<file path="src/sync_framed_packet_crc_checker_core_macros.svh">
`ifndef SYNC_FRAMED_PACKET_CRC_CHECKER_CORE_MACROS_SVH
`define SYNC_FRAMED_PACKET_CRC_CHECKER_CORE_MACROS_SVH

// concurrent check, quiet while reset is asserted
`define SFPC_ASSERT(lbl, clk, rstn, prop, msg) \
  lbl: assert property (@(posedge clk) disable iff (!rstn) prop) else $error(msg);

// concurrent check that also holds during reset
`define SFPC_ASSERT_ALWAYS(lbl, clk, prop, msg) \
  lbl: assert property (@(posedge clk) prop) else $error(msg);

`endif

</file>
<file path="src/sfpc_pkg.sv">
package sfpc_pkg;

  localparam int SYNC_BYTES = 3;
  localparam int SYNC_W     = 24;
  localparam logic [SYNC_W-1:0] SYNC_MASK =
    SYNC_W'((33'(1) << (8 * SYNC_BYTES)) - 33'(1));

  localparam logic [23:0] SYNC_WORD_RST   = 24'h4C4135;
  localparam logic [15:0] MAX_PAYLOAD_RST = 16'd4096;
  localparam logic [15:0] CRC_INIT        = 16'hFFFF;

  localparam int QDEPTH = 2;
  localparam int QPTR_W = (QDEPTH > 1) ? $clog2(QDEPTH) : 1;
  localparam int QCNT_W = $clog2(QDEPTH + 1);

  localparam logic       KIND_PAYLOAD = 1'b0;
  localparam logic       KIND_SUMMARY = 1'b1;
  localparam logic [1:0] ST_OK        = 2'd0;
  localparam logic [1:0] ST_MISMATCH  = 2'd1;
  localparam logic [1:0] ST_TOO_LONG  = 2'd2;

  localparam logic REG_SYNC_WORD   = 1'b0;
  localparam logic REG_MAX_PAYLOAD = 1'b1;

  typedef enum logic [2:0] {
    OP_SYNC    = 3'd0,
    OP_HDR     = 3'd1,
    OP_REJECT  = 3'd2,
    OP_PAYLOAD = 3'd3,
    OP_CRC_LO  = 3'd4,
    OP_CRC_HI  = 3'd5
  } op_e;

  typedef struct packed {
    op_e               op;
    logic [7:0]        data;
    logic [SYNC_W-1:0] sync;
    logic [15:0]       frame_type;
    logic [15:0]       frame_length;
  } q_entry_t;

  // crc-16/ccitt-false, one byte, msb first
  function automatic logic [15:0] crc_step(input logic [15:0] crc, input logic [7:0] b);
    logic [15:0] c;
    c = {crc[7:0], crc[15:8]};
    c = c ^ {8'h00, b};
    c = c ^ {12'h000, c[7:4]};
    c = c ^ {c[3:0], 12'h000};
    c = c ^ {3'b000, c[7:0], 5'b00000};
    return c;
  endfunction

  function automatic logic [15:0] sync_crc(input logic [SYNC_W-1:0] s);
    logic [15:0] crc;
    crc = CRC_INIT;
    for (int k = SYNC_BYTES - 1; k >= 0; k--) begin
      crc = crc_step(crc, s[8*k +: 8]);
    end
    return crc;
  endfunction

endpackage

</file>
<file path="src/sfpc_front.sv">
module sfpc_front (
  input  logic                       clk_i,
  input  logic                       rst_ni,
  input  logic                       in_valid_i,
  output logic                       in_stall_o,
  input  logic [7:0]                 data_byte_i,
  input  logic [23:0]                sync_word_i,
  input  logic [15:0]                max_payload_i,
  input  logic                       q_full_i,
  output logic                       q_push_o,
  output sfpc_pkg::q_entry_t         q_entry_o
);
  import sfpc_pkg::*;

  typedef enum logic [4:0] {
    PH_HUNT    = 5'b00001,
    PH_HEADER  = 5'b00010,
    PH_PAYLOAD = 5'b00100,
    PH_CRC_LO  = 5'b01000,
    PH_CRC_HI  = 5'b10000
  } phase_e;

  phase_e            phase_q, phase_d;
  logic [SYNC_W-1:0] shift_q, shift_d;
  logic [15:0]       cnt_q, cnt_d;
  logic [15:0]       type_q, type_d;
  logic [15:0]       len_q, len_d;
  logic              accept;
  logic [SYNC_W-1:0] shift_n;
  logic [15:0]       cnt_sat;

  assign in_stall_o = q_full_i;
  assign accept     = in_valid_i && !q_full_i;
  assign shift_n    = {shift_q[SYNC_W-9:0], data_byte_i};
  assign cnt_sat    = (cnt_q < 16'(SYNC_BYTES)) ? cnt_q + 16'd1 : cnt_q;

  always_comb begin
    phase_d = phase_q;
    shift_d = shift_q;
    cnt_d   = cnt_q;
    type_d  = type_q;
    len_d   = len_q;
    q_push_o = 1'b0;
    q_entry_o.op   = OP_HDR;
    q_entry_o.data = data_byte_i;
    q_entry_o.sync = shift_n;
    if (accept) begin
      unique case (phase_q)
        PH_HUNT: begin
          shift_d = shift_n;
          cnt_d   = cnt_sat;
          if (cnt_sat >= 16'(SYNC_BYTES) &&
              (shift_n & SYNC_MASK) == (sync_word_i & SYNC_MASK)) begin
            q_push_o     = 1'b1;
            q_entry_o.op = OP_SYNC;
            phase_d      = PH_HEADER;
            cnt_d        = '0;
          end
        end
        PH_HEADER: begin
          q_push_o = 1'b1;
          unique case (cnt_q[2:0])
            3'd0:    type_d = {8'h00, data_byte_i};
            3'd1:    type_d = {data_byte_i, type_q[7:0]};
            3'd4:    len_d  = {8'h00, data_byte_i};
            3'd5:    len_d  = {data_byte_i, len_q[7:0]};
            default: ;
          endcase
          if (cnt_q < 16'd5) begin
            cnt_d = cnt_q + 16'd1;
          end else if (len_d > max_payload_i) begin
            q_entry_o.op = OP_REJECT;
            phase_d      = PH_HUNT;
            shift_d      = '0;
            cnt_d        = '0;
          end else if (len_d == 16'd0) begin
            phase_d = PH_CRC_LO;
            cnt_d   = '0;
          end else begin
            phase_d = PH_PAYLOAD;
            cnt_d   = len_d;
          end
        end
        PH_PAYLOAD: begin
          q_push_o     = 1'b1;
          q_entry_o.op = OP_PAYLOAD;
          cnt_d        = cnt_q - 16'd1;
          if (cnt_d == 16'd0) phase_d = PH_CRC_LO;
        end
        PH_CRC_LO: begin
          q_push_o     = 1'b1;
          q_entry_o.op = OP_CRC_LO;
          phase_d      = PH_CRC_HI;
        end
        PH_CRC_HI: begin
          q_push_o     = 1'b1;
          q_entry_o.op = OP_CRC_HI;
          phase_d      = PH_HUNT;
          shift_d      = '0;
          cnt_d        = '0;
        end
        default: begin
          phase_d = PH_HUNT;
          shift_d = '0;
          cnt_d   = '0;
        end
      endcase
    end
    q_entry_o.frame_type   = type_d;
    q_entry_o.frame_length = len_d;
  end

  always_ff @(posedge clk_i or negedge rst_ni) begin
    if (!rst_ni) begin
      phase_q <= PH_HUNT;
      shift_q <= '0;
      cnt_q   <= '0;
      type_q  <= '0;
      len_q   <= '0;
    end else begin
      phase_q <= phase_d;
      shift_q <= shift_d;
      cnt_q   <= cnt_d;
      type_q  <= type_d;
      len_q   <= len_d;
    end
  end

endmodule

</file>
<file path="src/sfpc_queue.sv">
module sfpc_queue (
  input  logic               clk_i,
  input  logic               rst_ni,
  input  logic               push_i,
  input  sfpc_pkg::q_entry_t entry_i,
  output logic               full_o,
  output logic               valid_o,
  input  logic               pop_i,
  output sfpc_pkg::q_entry_t entry_o
);
  import sfpc_pkg::*;

  q_entry_t           mem_q [QDEPTH];
  logic [QPTR_W-1:0]  wr_q, rd_q;
  logic [QCNT_W-1:0]  cnt_q;
  logic               do_push, do_pop;

  assign full_o  = (cnt_q == QCNT_W'(QDEPTH));
  assign valid_o = (cnt_q != '0);
  assign do_push = push_i && !full_o;
  assign do_pop  = pop_i && valid_o;
  assign entry_o = mem_q[rd_q];

  function automatic logic [QPTR_W-1:0] ptr_inc(input logic [QPTR_W-1:0] p);
    return (p == QPTR_W'(QDEPTH - 1)) ? '0 : p + QPTR_W'(1);
  endfunction

  always_ff @(posedge clk_i) begin
    if (do_push) mem_q[wr_q] <= entry_i;
  end

  always_ff @(posedge clk_i or negedge rst_ni) begin
    if (!rst_ni) begin
      wr_q  <= '0;
      rd_q  <= '0;
      cnt_q <= '0;
    end else begin
      if (do_push) wr_q <= ptr_inc(wr_q);
      if (do_pop)  rd_q <= ptr_inc(rd_q);
      if (do_push && !do_pop)      cnt_q <= cnt_q + QCNT_W'(1);
      else if (do_pop && !do_push) cnt_q <= cnt_q - QCNT_W'(1);
    end
  end

endmodule

</file>
<file path="src/sfpc_back.sv">
`include "sync_framed_packet_crc_checker_core_macros.svh"

module sfpc_back (
  input  logic               clk_i,
  input  logic               rst_ni,
  input  logic               q_valid_i,
  output logic               q_pop_o,
  input  sfpc_pkg::q_entry_t q_entry_i,
  output logic               out_valid_o,
  input  logic               out_stall_i,
  output logic               kind_o,
  output logic [7:0]         payload_byte_o,
  output logic [15:0]        frame_type_o,
  output logic [15:0]        frame_length_o,
  output logic [1:0]         status_o,
  output logic               last_of_frame_o
);
  import sfpc_pkg::*;

  logic [15:0] crc_q, crc_d;
  logic [7:0]  crc_lo_q, crc_lo_d;
  logic        ov_q, ov_d;
  logic        kind_q, kind_d;
  logic [7:0]  pb_q, pb_d;
  logic [15:0] type_q, type_d;
  logic [15:0] len_q, len_d;
  logic [1:0]  st_q, st_d;
  logic        last_q, last_d;
  logic        go, emit;
  logic [15:0] crc_upd;

  // pop whenever the output register is free or being drained
  assign go      = q_valid_i && (!ov_q || !out_stall_i);
  assign q_pop_o = go;
  assign crc_upd = crc_step(crc_q, q_entry_i.data);

  always_comb begin
    crc_d    = crc_q;
    crc_lo_d = crc_lo_q;
    emit     = 1'b0;
    kind_d   = KIND_SUMMARY;
    pb_d     = 8'h00;
    st_d     = ST_OK;
    last_d   = 1'b1;
    type_d   = q_entry_i.frame_type;
    len_d    = q_entry_i.frame_length;
    if (go) begin
      unique case (q_entry_i.op)
        OP_SYNC: crc_d = sync_crc(q_entry_i.sync);
        OP_HDR:  crc_d = crc_upd;
        OP_REJECT: begin
          emit = 1'b1;
          st_d = ST_TOO_LONG;
        end
        OP_PAYLOAD: begin
          crc_d  = crc_upd;
          emit   = 1'b1;
          kind_d = KIND_PAYLOAD;
          pb_d   = q_entry_i.data;
          last_d = 1'b0;
        end
        OP_CRC_LO: crc_lo_d = q_entry_i.data;
        OP_CRC_HI: begin
          emit = 1'b1;
          st_d = ({q_entry_i.data, crc_lo_q} == crc_q) ? ST_OK : ST_MISMATCH;
        end
        default: ;
      endcase
    end
    ov_d = go ? emit : (ov_q && out_stall_i);
  end

  always_ff @(posedge clk_i or negedge rst_ni) begin
    if (!rst_ni) begin
      ov_q     <= 1'b0;
      crc_q    <= CRC_INIT;
      crc_lo_q <= '0;
    end else begin
      ov_q     <= ov_d;
      crc_q    <= crc_d;
      crc_lo_q <= crc_lo_d;
    end
  end

  always_ff @(posedge clk_i) begin
    if (go && emit) begin
      kind_q <= kind_d;
      pb_q   <= pb_d;
      type_q <= type_d;
      len_q  <= len_d;
      st_q   <= st_d;
      last_q <= last_d;
    end
  end

  assign out_valid_o     = ov_q;
  assign kind_o          = kind_q;
  assign payload_byte_o  = pb_q;
  assign frame_type_o    = type_q;
  assign frame_length_o  = len_q;
  assign status_o        = st_q;
  assign last_of_frame_o = last_q;

  `SFPC_ASSERT(a_crc_hi_summary, clk_i, rst_ni,
    (go && q_entry_i.op == OP_CRC_HI) |=> (ov_q && kind_q == KIND_SUMMARY && last_q),
    "closing crc byte did not produce a summary")
  `SFPC_ASSERT(a_crc_lo_silent, clk_i, rst_ni,
    (go && q_entry_i.op == OP_CRC_LO) |=> !ov_q,
    "low crc byte produced a result")
  `SFPC_ASSERT(a_too_long_summary, clk_i, rst_ni,
    (ov_q && st_q == ST_TOO_LONG) |-> (kind_q == KIND_SUMMARY && last_q && pb_q == 8'h00),
    "length reject not flagged as a frame summary")
  `SFPC_ASSERT_ALWAYS(a_reset_idle, clk_i,
    !rst_ni |=> !ov_q,
    "result shown during reset")

endmodule

</file>
<file path="src/sync_framed_packet_crc_checker_core.sv">
// Framed packet parser with CRC-16/CCITT-FALSE check. One received byte per item; the block
// sustains one item per clock while out_stall_i is low, set by the per-byte phase logic in
// the front parser and the single CRC byte step in the back stage, with a two-entry queue
// between them. The byte that causes a result is written into the queue, and the result is
// then registered in the output register. Sync-hunt bytes (the one completing a match too),
// header bytes, and the low CRC byte cause no result. Each payload byte gives a kind 0
// result, and the high CRC byte (or the last header byte when the length exceeds
// max_payload) gives a kind 1 summary with status 0 ok, 1 mismatch or 2 too long. Registers:
// sync_word at address 0, max_payload at address 4; write them only while the block is idle.
module sync_framed_packet_crc_checker_core (
  input  logic        clk_i,
  input  logic        rst_ni,
  input  logic        in_valid_i,
  output logic        in_stall_o,
  input  logic [7:0]  data_byte_i,
  output logic        out_valid_o,
  input  logic        out_stall_i,
  output logic        kind_o,
  output logic [7:0]  payload_byte_o,
  output logic [15:0] frame_type_o,
  output logic [15:0] frame_length_o,
  output logic [1:0]  status_o,
  output logic        last_of_frame_o,
  input  logic        psel,
  input  logic        penable,
  input  logic        pwrite,
  input  logic [2:0]  paddr,
  input  logic [31:0] pwdata,
  output logic [31:0] prdata,
  output logic        pready
);
  import sfpc_pkg::*;

  logic [23:0] sync_word_q;
  logic [15:0] max_payload_q;
  logic        cfg_wr;
  logic        q_full, q_push, q_valid, q_pop;
  q_entry_t    q_in, q_out;

  assign pready = 1'b1;
  assign cfg_wr = psel && penable && pwrite;
  assign prdata = (paddr[2] == REG_MAX_PAYLOAD) ? {16'h0000, max_payload_q}
                                                : {8'h00, sync_word_q};

  always_ff @(posedge clk_i or negedge rst_ni) begin
    if (!rst_ni) begin
      sync_word_q   <= SYNC_WORD_RST;
      max_payload_q <= MAX_PAYLOAD_RST;
    end else if (cfg_wr) begin
      unique case (paddr[2])
        REG_SYNC_WORD:   sync_word_q   <= pwdata[23:0];
        REG_MAX_PAYLOAD: max_payload_q <= pwdata[15:0];
        default: ;
      endcase
    end
  end

  sfpc_front u_front (
    .clk_i         (clk_i),
    .rst_ni        (rst_ni),
    .in_valid_i    (in_valid_i),
    .in_stall_o    (in_stall_o),
    .data_byte_i   (data_byte_i),
    .sync_word_i   (sync_word_q),
    .max_payload_i (max_payload_q),
    .q_full_i      (q_full),
    .q_push_o      (q_push),
    .q_entry_o     (q_in)
  );

  sfpc_queue u_queue (
    .clk_i   (clk_i),
    .rst_ni  (rst_ni),
    .push_i  (q_push),
    .entry_i (q_in),
    .full_o  (q_full),
    .valid_o (q_valid),
    .pop_i   (q_pop),
    .entry_o (q_out)
  );

  sfpc_back u_back (
    .clk_i           (clk_i),
    .rst_ni          (rst_ni),
    .q_valid_i       (q_valid),
    .q_pop_o         (q_pop),
    .q_entry_i       (q_out),
    .out_valid_o     (out_valid_o),
    .out_stall_i     (out_stall_i),
    .kind_o          (kind_o),
    .payload_byte_o  (payload_byte_o),
    .frame_type_o    (frame_type_o),
    .frame_length_o  (frame_length_o),
    .status_o        (status_o),
    .last_of_frame_o (last_of_frame_o)
  );

endmodule
</file>
<file path="config.mk">
export PLATFORM = sky130hd
export DESIGN_NAME = sync_framed_packet_crc_checker_core
export DESIGN_NICKNAME = d
export VERILOG_FILES = /design/src/sfpc_pkg.sv /design/src/sfpc_front.sv /design/src/sfpc_queue.sv /design/src/sfpc_back.sv /design/src/sync_framed_packet_crc_checker_core.sv
export VERILOG_INCLUDE_DIRS = /design/src /design/src/src
export SDC_FILE = /design/constraint.sdc
export NUM_CORES = 1
export LEC_CHECK = 0
export ABC_AREA = 0
export ABC_CLOCK_PERIOD_IN_PS = 8600
export BUFFER_PORTS_ARGS = -buffer_cell sky130_fd_sc_hd__buf_4
export CAP_MARGIN = 20
export CORE_MARGIN = 2
export CORE_UTILIZATION = 50
export CTS_BUF_LIST = sky130_fd_sc_hd__clkbuf_8
export CTS_CLUSTER_SIZE = 8
export DETAILED_ROUTE_END_ITERATION = 8
export GPL_ROUTABILITY_DRIVEN = 0
export GPL_TIMING_DRIVEN = 1
export PLACE_DENSITY = 0.69
export SYNTH_ARGS = -nofsm -noshare
export SYNTH_HDL_FRONTEND = slang
export SYNTH_SLANG_ARGS = --single-unit
</file>
<file path="constraint.sdc">
create_clock -name clk_i -period 8.6 [get_ports clk_i]
set_clock_uncertainty 0.15 [all_clocks]
set_input_delay 1.29 -clock clk_i [delete_from_list [all_inputs] [get_ports clk_i]]
set_output_delay 1.29 -clock clk_i [all_outputs]
set_load 0.05 [all_outputs]
</file>
* Yosys cells after proc, flatten, opt, wreduce, memory -nomap -nowiden *
Memories as Yosys holds them, arrays and structs flattened.
Index checks and enable logic that the tools add are counted.

word-level totals
  bits in registers = 181
  bits in writable memories = 134
  bits of input ports = 50
  output and inout port bits = 79
  logic and storage cells = 149
  memories = 1

cells by class
  $add $sub $neg = 6
  $lt $le $gt $ge = 4
  equal/unequal tests = 20
  muxes and demuxes = 45
  bitwise gates (word level) = 19
  reduce and logical (&&, ||, !) cells = 36

memory list
  memory         depth  bits a word  read ports  clocked after Yosys merged registers in  write ports  line              source
  u_queue.mem_q  2      67           1           0                                        1            sfpc_queue.sv:13  q_entry_t mem_q [QDEPTH];

operator list
  kind                                                                           number
  16-bit two-way mux                                                             13
  16-bit one-hot mux with 2 select lines                                         3
  16-bit one-hot mux with 4 select lines                                         1
  16-bit by 13-bit bitwise XOR with 16-bit output                                4
  16-bit bitwise XOR                                                             4
  16-bit by 4-bit bitwise XOR with 16-bit output                                 4
  16-bit one-hot mux with 3 select lines                                         1
  16-bit by 8-bit bitwise XOR with 16-bit output                                 3
  16-bit logical NOT                                                             2
  24-bit == test                                                                 1
  24-bit two-way mux                                                             1
  5-bit two-way mux                                                              4
  5-bit one-hot mux with 4 select lines                                          1
  16-bit by 1-bit adder with 16-bit output, second input constant                1
  16-bit == test                                                                 1
  16-bit by 2-bit >= comparator with 1-bit output, second input constant         1
  16-bit > comparator                                                            1
  16-bit by 2-bit less-than comparator with 1-bit output, second input constant  1
  16-bit by 3-bit less-than comparator with 1-bit output, second input constant  1
  8-bit NOT with 16-bit output                                                   1
  16-bit by 1-bit subtractor with 16-bit output, second input constant           1
  3-bit one-hot mux with 5 select lines                                          1
  3-bit == test, second input constant                                           4
  1-bit two-way mux                                                              12
  29 further kinds                                                               63

* Longest topological paths before layout *
Gate-level depths: netlist of run 1.
An unclocked memory read counts as a cell.

  depth after elaboration = 14
  depth in mapped cells = 19
  depth with buffers taken out = 14

* By module *
From an unflattened synthesis of run 1, not the netlist that was laid out.

unflattened totals
  cells, all modules = 1,160
  area total of the unflattened synthesis = 15,346.0 um2

modules (own cells, without submodules)
  module                               times used  cells an instance  area each (um2)  seq. area each (um2)
  sfpc_queue                           1           228                5,123.7          4,124.0
  sfpc_front                           1           558                4,830.9          1,727.9
  sfpc_back                            1           251                3,447.1          1,936.9
  sync_framed_packet_crc_checker_core  1           123                1,944.4          1,013.5

* Worst setup path before layout of run 1 *
Ideal clock, no wire load.

  kind = input to register
  start point = input port data_byte_i[6]
  end point = memory u_queue.mem_q[0][0] in the netlist's numbering, enable pin
  setup time = 0.548 ns
  arrival time = 6.328 ns
  required time = 7.902 ns
  path slack = 1.574 ns
  stages on the path = 7
  buffers on the path = 1
  cell sequence = xnor2_1 > nand4_1 > nor4_1 > and4_1 > buf_2 > a21oi_1 > nor3_1

on the way
  cells in the longest elaborated chain, start to end = 8

RTL lines
  item                                     line                                       source
  start: declaration                       sync_framed_packet_crc_checker_core.sv:15  input logic [7:0] data_byte_i,
  24-bit == test                           sfpc_front.sv:53                           (shift_n & SYNC_MASK) == (sync_word_i & SYNC_MASK)) begin
  1-bit logical AND                        sfpc_front.sv:52                           if (cnt_sat >= 16'(SYNC_BYTES) &&
  1-bit two-way mux                        sfpc_front.sv:52
  1-bit one-hot mux with 2 select lines    sfpc_front.sv:48                           unique case (phase_q)
  1-bit two-way mux                        sfpc_front.sv:47                           if (accept) begin
  1-bit logical AND                        sfpc_queue.sv:20                           assign do_push = push_i && !full_o;
  1-bit two-way mux                        sfpc_queue.sv:29                           if (do_push) mem_q[wr_q] <= entry_i;
  1-bit two-way mux (not written as such)  sfpc_queue.sv:29
  end: declaration                         sfpc_queue.sv:13

Every way passes these cells.

* Worst setup path after layout of run 1 *
  start point = register u_front.cnt_q[0]
  end point = register u_front.cnt_q[14]

on the way
  cells in the longest elaborated chain, start to end = 9
  elaborated cells between the ends (all ways) = 19
  those cells by class = 2 x add/sub; 4 x order compare; 2 x eq/ne; 9 x mux; 2 x reduce/logical

RTL lines
  item                                                                                              line               source
  start: declaration                                                                                sfpc_front.sv:25   logic [15:0] cnt_q, cnt_d;
  start signal: assignment                                                                          sfpc_front.sv:123  cnt_q <= cnt_d;
  parallel branches: the longest is 8 deep, another holds 16-bit by 1-bit adder with 16-bit output  --
  16-bit one-hot mux with 4 select lines *                                                          sfpc_front.sv:48

Every way passes the cells marked *. The select of a mux whose other input is x is not followed.
A chain may end at the register's enable or synchronous reset.

==> results of run 1 <==
-- routing by layer --
| metal | wire (um) | share of wire, % | vias up | GRT usage (%) |
|---|---|---|---|---|
| li1 | - | - | 4411 | - |
| met1 | 14600 | 46 | 4530 | 29.8 |
| met2 | 14600 | 46 | 302 | 32.8 |
| met3 | 1970 | 6.2 | 51 | 3.98 |
| met4 | 640 | 2.0 | 0 | 6.01 |
| met5 | 0 | 0 | - | 0 |
-- power by group --
| part | switching (mW) | leakage [nW] | internal, mW |
|---|---|---|---|
| sequential | 0.196 | 3.23 | 1.84 |
| combinational | 1.22 | 3.08 | 0.807 |
| clock | 0.578 | 0.578 | 0.620 |
| total | 1.99 | 6.89 | 3.26 |
-- final timing paths --
check                                     endpoint        startpoint  cells after the start  slack, ns
worst max-delay path             u_front.cnt_q[14]  u_front.cnt_q[0]                     14       3.75
max in group asynchronous          sync_word_q[12]            rst_ni                      2       6.34
worst min-delay path              u_back.crc_q[10]  u_back.crc_q[10]                      2       0.32
min in group asynchronous       u_back.crc_lo_q[5]            rst_ni                      1       0.53
worst min register to register    u_back.crc_q[10]  u_back.crc_q[10]                      2       0.32
worst max register to register   u_front.cnt_q[14]  u_front.cnt_q[0]                     14       3.75
-- synth_stat cells (8+ instances only) --
cell type | n | area, um^2
edfxtp_1 | 161 | 4830
dfrtp_1 | 111 | 2780
xnor2_1 | 92 | 806
mux2_2 | 91 | 1020
nand2_1 | 85 | 319
nor2_1 | 54 | 203
inv_1 | 53 | 199
mux2i_1 | 42 | 420
o21ai_0 | 37 | 185
xor2_1 | 34 | 298
clkbuf_1 | 32 | 120
dfstp_2 | 27 | 709
o21ai_1 | 24 | 120
ha_1 | 22 | 275
a22oi_1 | 20 | 150
nand4_1 | 20 | 125
nor3_1 | 18 | 90.1
a21oi_1 | 17 | 85.1
a22o_1 | 17 | 149
buf_2 | 17 | 85.1
buf_4 | 12 | 90.1
nor4_1 | 12 | 75.1
nand3_1 | 11 | 55.1
nor2b_1 | 10 | 62.6
o211ai_1 | 9 | 67.6
xnor3_1 | 9 | 203
nand2b_1 | 8 | 50.1
o221ai_1 | 8 | 70.1
or3_1 | 8 | 50.1
-- layout by cell type (no fill, tap or decap), types with 7 or more instances in the layout --
cell and count:
a31oi_1 7, inv_1 74, dfstp_2 27, nor3_1 17, a22o_1 17, clkinv_2 7, nor2b_1 10, dfrtp_1 110
a21oi_1 17, xnor3_1 9, clkbuf_8 54, o21ai_1 24, o211ai_1 9, mux2_2 91, clkinv_1 8, nor4_1 12
conb_1 9, xor2_1 34, nand4_1 20, edfxtp_1 161, mux2i_1 42, nand2b_1 8, xnor2_1 92, o21ai_0 37
ha_1 22, or3_1 8, buf_4 119, nor2_1 53, nand2_1 85, o221ai_1 8, nand3_1 11, a22oi_1 20
-- state kept, by name, indices dropped and copies added (netlist names) --
| register | flops |
|---|---|
| sync_word_q | 24 |
| max_payload_q | 16 |
| u_queue.mem_q | 118 |
| u_front.cnt_q | 16 |
| u_back.frame_length_o | 16 |
| u_back.crc_lo_q | 8 |
| u_back.out_valid_o | 1 |
| u_back.status_o | 2 |
| u_front.phase_q | 5 |
| u_back.kind_o | 1 |
| u_queue.rd_q | 1 |
| u_back.crc_q | 16 |
| u_queue.cnt_q | 2 |
| u_queue.wr_q | 1 |
| u_back.frame_type_o | 16 |
| u_front.shift_q | 16 |
| u_back.payload_byte_o | 8 |
| u_front.type_q | 16 |
| u_front.len_q | 16 |
-- cell type report --
class,instances,share of cell area (%)
repair buffers,121,5.55
multi-input cells,748,34.6
clock buffers,54,4.46
flip-flops and latches,299,49.9
inverters,54,1.22
well taps,384,2.88
clock inverters,40,1.36
-- critical path: stages (launching register included) --
cell	delay [ns]
dfrtp_1	0.64
inv_1	0.15
ha_1	0.28
o21ai_1	0.50
a22oi_1	0.35
inv_1	0.14
ha_1	0.25
a21o_1	0.18
a21o_1	0.17
a2111oi_0	0.48
o22ai_1	0.14
o31ai_1	0.22
buf_4	0.23
nand3_1	0.47
o221ai_1	0.39
-- kinds of logic after synthesis --
family          after synthesis  share of synthesized area, %
flops                       299                          57.0
compound gates              181                          8.53
buf+inv                     122                          3.69
xor+xnor                    140                          9.66
other cells                   2                        0.0515
simple gates                261                          9.07
mux                         135                          10.1
fa+ha+maj                    22                          1.89
-- metrics by stage --
stage               area [um^2]  hold slack, ns  total power [mW]  util [%]
global route              16700           0.339              5.55      58.1
CTS                       16700           0.322              5.30      58.1
detailed placement        15700           0.314              4.08      54.7
global placement          15700           0.309              4.05      54.6
finish                    16700           0.321              5.25      58.1
floorplan                 14600           0.296              3.58         -
==> impl_results.md, run 1 <==
- Max Cap Viol: 0
- ANT cells: 0
- RSZ-0062 raised after global routing: no
- Fin cells: 1700
- DIE AREA: 0.0306 mm^2
- Filler Cells Inserted: ~2400
- P per Cell Area: ~320 mW/mm^2
- Final WL: 31.8 mm
- Antenna violations before repair: 0
- Number of flops mapped to enable cells by yosys: between 150 and 200
- Max FO, Critical Path: 14
- Drt drc: 0
- Storage element area: 0.00832 mm^2
- Gr usage total: between 20% and 30%
- First-pass GRT wire length: between 50 and 60 mm
- Die Y: 175 um
- #FFs+latches synth: 299
- Post-layout nets: ~1300
- Cells after synthesis: between 1000 and 1500
- Synth Flop Type: edfxtp_1
- Gr ovfl total: 0
- CTS sink cnt: ~300
- Leak: around 6.9 nW
- Hold/Removal Path Class: flop to flop
- H-tree levels: 2
- Via count: just over 9000
- Setup violators final: 0
- Initial DRC count: roughly 610
- Period utilization: a little under three fifths
- Synth unique cells: 76
- Ys async rst share: between 40% and 50%
- Syn-to-layout area delta: 14.2%
- CP Capture Type: flop
- Core Box Area: about 0.029 mm^2
- Routed Antenna Nets: 0
- # resized after CTS: 0
- Cts hold-fix bufs: 0
- Post-placement setup slack: 3.73 ns
- Final WS setup: ~3.8 ns
- Syn. warnings: 0
- Rows: 62
- Clock latency on the worst-skew pair: between 0.5 and 0.6 ns
- Via-to-Cell Ratio: between 5 and 6
- Startpoint types: flop
- Critical Setup Path Class: flop to flop
- Routed length per placed instance: ~19 um
- Clk slew on worst S/H paths: roughly 0.060 ns
- Post-CTS Setup Bufs: 0
- Pre-antenna DRT Iters: 7
- WP data required: 8.93 ns
- Max-slew violations: 0
- IO Port Bufs: about 110
- Number of global-route vias before repair: between 9000 and 10000
- Slew HR: between 30% and 40%
- Synthesized area per cell: approximately 13 um^2
- Fin. Hold Viols: 0
- Seq/Total Area, Yosys: 57.0%
- CTS tree: done
- CTS buffer count: 50
- Initial Utilization: 50.9%
- Clock buffer depth: 3
- Share of layout cells above drive strength 1: approximately 25%
- Hpwl dp: between 20 and 25 mm
- Multi-input combinational cell area: roughly 0.0058 mm^2
- Max frequency: 206 MHz
- Min Tclk post-route: ~4.8 ns
- Worst-margin pin slew: roughly 0.98 ns
- Placed cell count: 1606
- Die width: approximately 170 um
- Sum Neg Setup Slack: 0 ns
- IO Pins: roughly 130
- Outcome: finished clean
- Clock Tree Root: clkbuf_8
- Worst path arrival time: slightly above 5 ns
- Largest vdd supply drop: between 0.0001 and 0.00015 V
- Post-Syn Area: 0.0146 mm^2
- Largest net degree at the start of global routing: 74
Note: power is estimated with default switching activity, not from simulation.
==> run 2: changes to the inputs <==
--- a/config.mk
+++ b/config.mk
@@ -7,7 +7,7 @@
 export NUM_CORES = 1
 export LEC_CHECK = 0
 export ABC_AREA = 0
-export ABC_CLOCK_PERIOD_IN_PS = 8600
+export ABC_CLOCK_PERIOD_IN_PS = 4900
 export BUFFER_PORTS_ARGS = -buffer_cell sky130_fd_sc_hd__buf_4
 export CAP_MARGIN = 20
 export CORE_MARGIN = 2
==> constraint.sdc (replaced) <==
create_clock -name clk_i -period 4.9 [get_ports clk_i]
set_clock_uncertainty 0.15 [all_clocks]
set_input_delay 0.735 -clock clk_i [delete_from_list [all_inputs] [get_ports clk_i]]
set_output_delay 0.735 -clock clk_i [all_outputs]
set_load 0.05 [all_outputs]
==> run 2 against run 1 <==
  * First-iteration DRC count up 24%
  * Core utilization increased by 0.35 points
  * Sequential power up 78%
  * Routed wire length up 1.2%
  * Register-to-register slack got worse by 3.3 ns
  * Worst setup slack got worse by 3.3 ns
  * Via count up 1.2%
  * Die area did not move
  * Sequential share of layout area shrank 0.30 points
==> impl_results.md, run 2 (synthesis results as in run 1) <==
- Outcome: finished clean
- Rows: 62
- Setup violators final: 0
- Hold/Removal Path Class: input port to asynchronous set/reset pin
- Clock buffer depth: 3
- Die width: 175 um
- Worst-margin pin slew: 0.902 ns
- Syn-to-layout area delta: 14.9%
- Post-CTS Setup Bufs: 0
- CTS tree: done
- Clock latency on the worst-skew pair: roughly 0.6 ns
- Register name with the most flops: u_queue.mem_q
- Critical Setup Path Class: flop to flop
- Via count: around 9400
- Clk slew on worst S/H paths: roughly 0.060 ns
- Gr ovfl total: 0
- Slowest stage delay, CP: 0.52 ns
- Initial Utilization: ~50%
- Filler Cells Inserted: about 2400
- Core Box Area: ~0.029 mm^2
- Final Instance Area: ~0.017 mm^2
- RSZ-0062 raised after global routing: no
- Startpoint types: flop
- Routed length per placed instance: between 15 and 20 um
- Slew HR: 39.7%
- Worst r2r path cells: 14
- IO Pins: about 130
- Antenna violations before repair: 0
- CTS buffer count: 49
- Critical path depth in cells: 14
- Largest net degree at the start of global routing: between 70 and 80
- Pre-antenna DRT Iters: 5
- Crit path max-delay family: compound AO/OA/AOI/OAI gates
- CTS sink cnt: roughly 300
- Top flop regs: u_queue.mem_q (118), sync_word_q (24)
- Max frequency: 225 MHz
- WP data required: about 5.2 ns
- Share of layout cells above drive strength 1: a little over a quarter
- H-tree levels: 2
- CP Capture Type: flop
- Final WL: ~32 mm
- Commonest non-fill, non-tap cell in the layout: edfxtp_1
- IO Port Bufs: between 100 and 150
- Die Y: 175 um
- Max-slew violations: 0
- Gr usage total: 21.3%
- First-pass GRT wire length: approximately 51 mm
- Routed Antenna Nets: 0
- Most frequent cells in the layout: edfxtp_1 (161), buf_4 (132), dfrtp_1 (110), xnor2_1 (92), mux2_2 (91)
- Via-to-Cell Ratio: approximately 5.5
- P per Cell Area: roughly 550 mW/mm^2
- Min Tclk post-route: ~4.4 ns
- Max Cap Viol: 0
- Largest vdd supply drop: 0.000321 V
- Fin. Hold Viols: 0
- Critical path buffers and inverters: 3
- Period utilization: 90.7%
- Clock Tree Root: clkbuf_8
- Placed inst area: 0.0158 mm^2
- Number of global-route vias before repair: between 9000 and 10000
- DIE AREA: ~0.03 mm^2
- Leak: ~6.9 nW
- ANT cells: 0
- Drt drc: 0
- Post-layout nets: ~1400
- Critical-path top delay cell: dfrtp_1
- Max FO, Critical Path: 12
- Initial DRC count: around 750
- Worst path arrival time: about 4.8 ns
- Max reg flops: about 120
- Sum Neg Setup Slack: 0 ns
- Crit path cell chain: inv_1, ha_1, and2_1, a22oi_1, inv_1, ha_1, a21o_1, a21o_1, a2111oi_0, o22ai_1, o31ai_1, buf_4, nand3_1, o221ai_1
- Hpwl dp: 22.1 mm
[run 2: cell count changes in the layout (fill, tap and decap cells not counted), moves of 2 or more]
| cell | previous run | this run |
|---|---|---|
| clkinv_1 | 8 | 2 |
| clkbuf_8 | 54 | 57 |
| buf_4 | 119 | 132 |
| inv_1 | 74 | 76 |
[run 2: final timing paths]
check / start / end / slack, ns
min in group clk_i: pwdata[20] / sync_word_q[20] / 0.24
max in group asynchronous: rst_ni / u_front.len_q[7] / 3.57
hold reg to reg: u_back.crc_q[8] / u_back.crc_q[8] / 0.31
setup reg to reg: u_front.cnt_q[1] / u_front.cnt_q[14] / 0.45
hold / removal: rst_ni / u_back.crc_lo_q[5] / 0.04
setup / recovery: u_front.cnt_q[1] / u_front.cnt_q[14] / 0.45
[run 2: per-layer routing]
| metal | GRT usage [%] | share of wire, % | wire length, um |
|---|---|---|---|
| met2 | 33.3 | 45 | 14600 |
| met5 | 0 | 0 | 0 |
| met3 | 4.05 | 6.8 | 2190 |
| met4 | 5.49 | 2.0 | 655 |
| met1 | 30.7 | 46 | 14700 |
[run 2: what timing repair did]
item | 4_1_cts | 5_1_grt
setup endpoints to repair | 0 | 7
hold buffers | 0 | 0
gates resized for setup | 0 | 1
[run 2: layout make-up]
type	count	area, um^2	share of cell area (%)
clock inverters	34	159	0.947
multi-input cells	748	5780	34.5
well taps	384	480	2.86
clock buffers	57	785	4.68
repair buffers	135	1040	6.21
inverters	54	203	1.21
flip-flops and latches	299	8320	49.6
[run 2: per-stage QoR]
stage	setup WS, ns	hold slack [ns]	util [%]	std cells	total power, mW
floorplan	0.0448	0.289	-	1169	6.29
global placement	0.307	0.304	55.1	1619	7.10
detailed placement	0.314	0.307	55.1	1619	7.15
CTS	0.281	0.0563	58.4	1710	9.23
global route	0.148	0.0724	58.4	1711	9.68
finish	0.454	0.0410	58.4	1711	9.17
[run 2: power breakdown]
group / switching [mW] / leakage [nW] / internal (mW)
sequential: 0.393 / 3.23 / 3.22
combinational: 2.08 / 3.15 / 1.42
clock: 0.986 / 0.572 / 1.07
==> run 3: changes to the inputs <==
--- a/config.mk
+++ b/config.mk
@@ -10,6 +10,7 @@
 export ABC_CLOCK_PERIOD_IN_PS = 4900
 export BUFFER_PORTS_ARGS = -buffer_cell sky130_fd_sc_hd__buf_4
 export CAP_MARGIN = 20
+export CORE_ASPECT_RATIO = 0.6
 export CORE_MARGIN = 2
 export CORE_UTILIZATION = 50
 export CTS_BUF_LIST = sky130_fd_sc_hd__clkbuf_8
==> run 3 against run 2 <==
  * Register-to-register slack about the same
  * Critical path depth up 1
  * Core utilization down 0.35 points
  * Final area down 0.59%
  * Worst setup slack better by 0.0079 ns
  * Clock power down 4%
  * Die area up 0.15%
  * Clock-buffer cell count down 8
  * Total power up 0.22%
  * Largest power group unchanged
==> impl_results.md, run 3 (synthesis results as in run 1) <==
- Outcome: finished clean
- Max FO, Critical Path: 12
- Worst path arrival time: roughly 4.8 ns
- Hold/Removal Path Class: input port to asynchronous set/reset pin
- Commonest non-fill, non-tap cell in the layout: edfxtp_1
- Largest vdd supply drop: between 0.0002 and 0.0003 V
- RSZ-0062 raised after global routing: no
- Critical-path top delay cell: a22oi_1
- Slowest stage delay, CP: 0.51 ns
- Top flop regs: u_queue.mem_q (118), sync_word_q (24)
- Worst r2r path cells: 15
- Share of layout cells above drive strength 1: 25.4%
- IO Port Bufs: 109
- Pre-antenna DRT Iters: 5
- WP data required: roughly 5.2 ns
- Cts hold-fix bufs: 0
- Worst hold margin: between 0.1 and 0.15 ns
- CTS tree: done
- Largest net degree at the start of global routing: 107
- Worst-margin pin slew: slightly above 1 ns
- Fin. Hold Viols: 0
- Register name with the most flops: u_queue.mem_q
- Initial Utilization: 50.8%
- Min Tclk post-route: 4.44 ns
- Clk slew on worst S/H paths: about 0.070 ns
- Die width: ~220 um
- Period utilization: ~90%
- Setup crit end: u_front.cnt_q[0]
- Most frequent cells in the layout: edfxtp_1 (161), buf_4 (131), dfrtp_1 (110), xnor2_1 (92), mux2_2 (91)
- Power Total: around 9 mW
- Hpwl dp: ~24 mm
- Clock latency on the worst-skew pair: just under 0.6 ns
- Final WL: ~35 mm
- Routed length per placed instance: ~21 um
- CTS sink cnt: 299
- Leak: 6.92 nW
- Max Cap Viol: 0
- Met1 usage: between 30% and 40%
- Clock Tree Root: clkbuf_8
- Syn-to-layout area delta: 14.3%
- R2r startpoint: u_front.cnt_q[1]
- Startpoint types: flop
- Core Box Area: 0.0287 mm^2
- Gr usage total: a little under a quarter
- H-tree levels: 2
- Critical Setup Path Class: flop to flop
- Worst setup path start: u_front.cnt_q[1]
- Slew HR: 31.1%
- DIE AREA: approximately 0.031 mm^2
- Initial DRC count: between 1000 and 1500
- Setup violators final: 0
- Max frequency: ~230 MHz
- Die Y: 136 um
- Crit path cell chain: inv_1, ha_1, and2_1, nand2b_1, a22oi_1, inv_1, ha_1, a21o_1, a21o_1, a21oi_1, o22ai_1, o31ai_1, buf_4, nand3_2, o221ai_1
- Max reg flops: 118
- Routed Antenna Nets: 0
- Number of global-route vias before repair: between 9000 and 10000
- Filler Cells Inserted: about 2300
- Post-layout nets: roughly 1400
- CP Capture Type: flop
- Storage element area: 0.00832 mm^2
- Reg2Reg Setup Slack: 0.46 ns
- Multi-input combinational cell area: 0.00579 mm^2
- Top Usage Layer GRT: met1
- IO Pins: between 100 and 150
- Max-slew violations: 0
- Gr ovfl total: 0
- Met3 Use GR: roughly 7.5%
- Reg-to-reg endpoint: u_front.cnt_q[0]
- Sum Neg Setup Slack: 0 ns
- Via-to-Cell Ratio: between 5 and 6
- Antenna violations before repair: 0
- Rows: 48
- Clock buffer depth: 3
- GR Util met2: 30.2%
- CTS buffer count: between 40 and 50
- Post-CTS Setup Bufs: 0
- Drt drc: 0
- P per Cell Area: roughly 550 mW/mm^2
- Via count: around 9600
- First-pass GRT wire length: approximately 54 mm
-- run 3: metal layers --
layer,wire length [um],part of all wire (%),up-vias
met5,0,0,-
met4,575,1.6,0
met3,3680,10,60
met2,13500,38,416
li1,-,-,4434
met1,17400,50,4643
-- run 3: per-stage QoR --
step / util, % / instances / area [um^2] / setup WS [ns]
2_1_floorplan: - / 1169 / 14600 / 0.0448
3_3_place_gp: 55.0 / 1609 / 15800 / 0.457
3_5_place_dp: 55.0 / 1609 / 15800 / 0.399
4_1_cts: 58.0 / 1695 / 16700 / 0.369
5_1_grt: 58.1 / 1696 / 16700 / 0.174
6_report: 58.1 / 1697 / 16700 / 0.462
-- run 3: where the power goes --
group | total, mW | internal, mW | switching, mW
logic | 3.59 | 1.41 | 2.18
clock network | 1.97 | 0.985 | 0.982
registers | 3.64 | 3.22 | 0.415
-- run 3: worst min path at each step --
stage / startpoint / end / depth (start not counted)
after floorplan: rst_ni / max_payload_q[0] / 0
after detailed placement: u_back.crc_q[8] / u_back.crc_q[8] / 2
after global routing: rst_ni / max_payload_q[5] / 1
after CTS: rst_ni / max_payload_q[5] / 1
after global placement: u_back.crc_q[8] / u_back.crc_q[8] / 2
final: rst_ni / max_payload_q[5] / 1
-- run 3: worst max-delay path: cells and delay by family (launching register included) --
kind                       cells  cell delay [ns]
adders and majority gates      2             0.57
DFF                            1             0.48
and+or+nand+nor                3             0.89
buffers and inverters          3             0.57
AOI/OAI and AO/OA              7             1.65
-- run 3: layout make-up --
type,instances,share of cell area (%)
inverters,54,1.22
flip-flops and latches,299,49.9
well taps,375,2.81
clock buffers,49,4.04
diodes,1,0.0150
repair buffers,134,6.15
multi-input cells,748,34.7
clock inverters,37,1.13
-- run 3: what timing repair did --
item | in CTS | in global routing
setup endpoints to repair | 0 | 8
hold endpoints to repair | 0 | 0
gates resized for setup | 0 | 2
